$ cat src/rtl/htfl_pkg.sv
package htfl_pkg;

    // command codes
    localparam logic [2:0] CMD_INIT     = 3'd0;
    localparam logic [2:0] CMD_BIND     = 3'd1;
    localparam logic [2:0] CMD_RELEASE  = 3'd2;
    localparam logic [2:0] CMD_FIND     = 3'd3;
    localparam logic [2:0] CMD_IDENTIFY = 3'd4;

    // status codes
    localparam logic [1:0] STS_OK        = 2'd0;
    localparam logic [1:0] STS_EXHAUSTED = 2'd1;
    localparam logic [1:0] STS_BAD_ID    = 2'd2;
    localparam logic [1:0] STS_NOT_FOUND = 2'd3;

    typedef enum logic [1:0] {
        S_CLEAR,
        S_IDLE,
        S_EXEC,
        S_INIT
    } t_state;

    // controller to datapath
    typedef struct packed {
        logic capture;
        logic exec;
        logic sweep;
        logic sweep_start;
        logic emit_init;
    } t_ctl;

    // datapath to controller
    typedef struct packed {
        logic sweep_last;
    } t_sts;

    // one slot entry: type, owner and free-list link
    typedef struct packed {
        logic [3:0] typ;
        logic [7:0] owner;
        logic [7:0] nxt;
    } t_meta;

endpackage

$ cat src/rtl/htfl_ctrl.sv
module htfl_ctrl (
    input  logic              i_clk,
    input  logic              i_rst_n,
    input  logic              i_start,
    input  logic [2:0]        i_cmd,
    input  htfl_pkg::t_sts    i_sts,
    output htfl_pkg::t_ctl    o_ctl,
    output logic              o_busy
);

    htfl_pkg::t_state r_state;
    htfl_pkg::t_state n_state;

    always_ff @(posedge i_clk) begin
        if (!i_rst_n) begin
            r_state <= htfl_pkg::S_CLEAR;
        end else begin
            r_state <= n_state;
        end
    end

    always_comb begin
        n_state = r_state;
        o_ctl   = '0;
        o_busy  = 1'b1;
        case (r_state)
            htfl_pkg::S_IDLE: begin
                o_busy = 1'b0;
                if (i_start) begin
                    o_ctl.capture = 1'b1;
                    if (i_cmd == htfl_pkg::CMD_INIT) begin
                        o_ctl.sweep_start = 1'b1;
                        n_state = htfl_pkg::S_INIT;
                    end else begin
                        n_state = htfl_pkg::S_EXEC;
                    end
                end
            end
            htfl_pkg::S_EXEC: begin
                o_ctl.exec = 1'b1;
                n_state = htfl_pkg::S_IDLE;
            end
            htfl_pkg::S_INIT: begin
                o_ctl.sweep = 1'b1;
                if (i_sts.sweep_last) begin
                    o_ctl.emit_init = 1'b1;
                    n_state = htfl_pkg::S_IDLE;
                end
            end
            htfl_pkg::S_CLEAR: begin
                o_ctl.sweep = 1'b1;
                if (i_sts.sweep_last) begin
                    n_state = htfl_pkg::S_IDLE;
                end
            end
            default: begin
                n_state = htfl_pkg::S_IDLE;
            end
        endcase
    end

    a_exec_single: assert property (@(posedge i_clk) disable iff (!i_rst_n)
        o_ctl.exec |=> !o_ctl.exec)
        else $error("exec lasted more than one cycle");

endmodule

$ cat config.mk
export PLATFORM = sky130hd
export DESIGN_NAME = htfl_ctrl
export DESIGN_NICKNAME = d
export VERILOG_FILES = /design/src/rtl/htfl_pkg.sv /design/src/rtl/htfl_ctrl.sv
export SDC_FILE = /design/constraint.sdc
export NUM_CORES = 1
export LEC_CHECK = 0
export BUFFER_PORTS_ARGS = -buffer_cell sky130_fd_sc_hd__buf_4
export CORE_AREA = 2 2 39 41
export DETAILED_ROUTE_END_ITERATION = 12
export DIE_AREA = 0 0 41 43
export SYNTH_ARGS = -nofsm -noshare
export SYNTH_HDL_FRONTEND = slang
export SYNTH_SLANG_ARGS = --single-unit
export TNS_END_PERCENT = 100
$ cat constraint.sdc
create_clock -name i_clk -period 3.65 [get_ports i_clk]
set_input_delay 0.9125 -clock i_clk [delete_from_list [all_inputs] [get_ports i_clk]]
set_output_delay 0.9125 -clock i_clk [all_outputs]
set_load 0.01 [all_outputs]
==> results.toml <==
[run]
maxCapViolCount = 0

[route]
ant_nets = 0
vias = 188
drt-pass1-iter-count = 1
wl_per_cell_um = 8.22
drc_errors = 0
drt_iter0_markers = 0
vias_per_cell = 3.69
drt_wl_total_um = 419

[pwr]
power.total_mw = 0.148
pwr-share-clk_pct = 33.5
switching_share_pct = 31.2
p_per_area_nw_per_um2 = 450
p_leak_nw = 0.162
seqPwrFrac_pct = 21.7
p_int_mw = 0.102
switchingPower_mw = 0.0460
peakVddDrop_mv = 0.112
comb_power_share_pct = 44.8

[sta]
fin_ws_ps = 1200
slew_viol_final = 0
worstMarginPinSlew_ps = 241
tns_ps = 0
skew_ps = 3.03
min_period_ps = 2450
setup_viol = 0
max_freq_mhz = 408
hold_violations = 0
slew_headroom_pct = 83.7
period_share_pct = 67.2
rsz0062_at_grt = "no"

[setup_path]
slowest_delay_ps = 230
required_ps = 2740
end_kind = "output port"
cp.arrival_ps = 1540
worst_path_max_delay_cell = "nor4b_1"
cpMostUsedCell = "buf_4"
start_kind = "input pin"
crit_type = "input pin to output port"
worstPathCellList = "buf_4 > and2_1 > nor4b_1 > buf_4"
path_max_fanout = 2

[yosys]
syn_avg_cell_area_um2 = 9.76
synthesis.area_um2 = 195
yosysSeqAreaShare_pct = 20.5
yosysUniqueCellTypes = 13
syn-num-nets = 31
synth_seq_cells = 2
synthCells = 20
ys_warn_count = 0

[clocking]
cts_hold_buf = 0
clockBufferDepth = 2
cts_tree = "done"
clock-root-buffer = "clkbuf_4"
cts_sinks = 2
cts_setup_buffers = 0
cts_resized = 0
h-tree-depth = 1
insertion_delay_ps = 230
cts_buffers = 3
clk_pin_slew_ps = 30

[min_path]
hold_path_class = "flip-flop to flip-flop"

[finish]
largest_reg_flops = 2
stdcell_count = 51
largest_register = "r_state"
final_nets = 48
reg_top3 = "r_state: 2 flops"
drive_gt1_share_pct = 51.4
final_cell_mix = "buf_4 (12), ha_1 (4), inv_1 (3), clkbuf_4 (3)"
post-route-cell-area_um2 = 328
area_growth_pct = 67.9
final_common_cell = "buf_4"
fill_cells = 155
num_antenna_cells = 0

[placed_design]
numPortBuffers = 12
dp_slack_ps = 1190
placed_cell_area_um2 = 305
dp_cells = 48
hpwl_um = 344
gp_congestion = 0.665

[global_routing]
grt_overflow_total = 0
grt_max_degree = 5
grt_use_total_pct = 6.51
antenna_found_initial = 0
grt_pass1_vias = 186
grt_pass1_wl_um = 703

[die]
start_util_pct = 14.1
dieArea_um2 = 1760
die_h_um = 43
core_area_um2 = 1380
fp.dieW_um = 41
num_rows = 14
pin_count = 13

[outcome]
status = "finished clean"
[final timing paths]
path	start	to	slack (ps)	cells past startpoint
max	i_start	o_ctl[1]	1200	4
min	r_state[1]$_SDFFE_PN0P_	r_state[1]$_SDFFE_PN0P_	530	2
max reg2reg	r_state[0]$_SDFFE_PN0P_	r_state[1]$_SDFFE_PN0P_	2200	5
min reg2reg	r_state[1]$_SDFFE_PN0P_	r_state[1]$_SDFFE_PN0P_	530	2
[per-stage QoR]
step                      utilization, %  hold slack [ps]
after floorplan                        -              490
after global placement              22.1              526
after detailed placement            22.1              519
after CTS                           23.7              528
after global routing                23.7              543
final                               23.7              532
[routing by layer]
metal / vias up / part of all wire, % / routed length, um / track usage, %
met5: - / 0 / 0 / 0
met4: 0 / 0 / 0 / 10.0
met3: 0 / 7.2 / 30 / 1.57
met2: 10 / 43 / 182 / 6.56
met1: 78 / 49 / 206 / 8.31
li1: 100 / - / - / -
[worst max-delay path: cells and delay by family]
kind,cells,cell delay (ps)
buffers and inverters,2,270
AND/OR/NAND/NOR,2,370
[final cells by class]
cell class	instances	area, um^2	share of cell area (%)
multi-input combinational	15	144	43.9
timing repair buffer	12	90.1	27.5
inverter	3	11.3	3.44
clock buffer	3	22.5	6.87
sequential	2	40.0	12.2
tap	16	20.0	6.11
[cell families (layout without fill, tap and decap cells)]
family	after synthesis	in the layout	synth area share, %
AOI/OAI and AO/OA	5	5	17.9
adders and majority gates	4	4	25.6
buffers and inverters	3	18	5.77
DFF	2	2	20.5
and+or+nand+nor	6	6	30.1
[power by group through the flow]
stage	sequential [mW]	clock [mW]	combinational [mW]
floorplan	0.0307	0	0.0413
global placement	0.0324	0	0.0671
detailed placement	0.0320	0	0.0678
global route	0.0325	0.0550	0.0750
finish	0.0320	0.0494	0.0662
CTS	0.0318	0.0540	0.0679
[Yosys cell counts, drive strengths merged]
| cell | number | area, um^2 |
|---|---|---|
| dfxtp | 2 | 40.0 |
| o311a | 1 | 10.0 |
| ha | 4 | 50.1 |
| a21boi | 1 | 7.51 |
| inv | 3 | 11.3 |
| or3b | 1 | 8.76 |
| o21ai | 2 | 10.0 |
| o31ai | 1 | 7.51 |
| nor2b | 2 | 27.5 |
| nor4b | 1 | 8.76 |
| and2 | 2 | 13.8 |
Power figures use the tool's default switching activity.
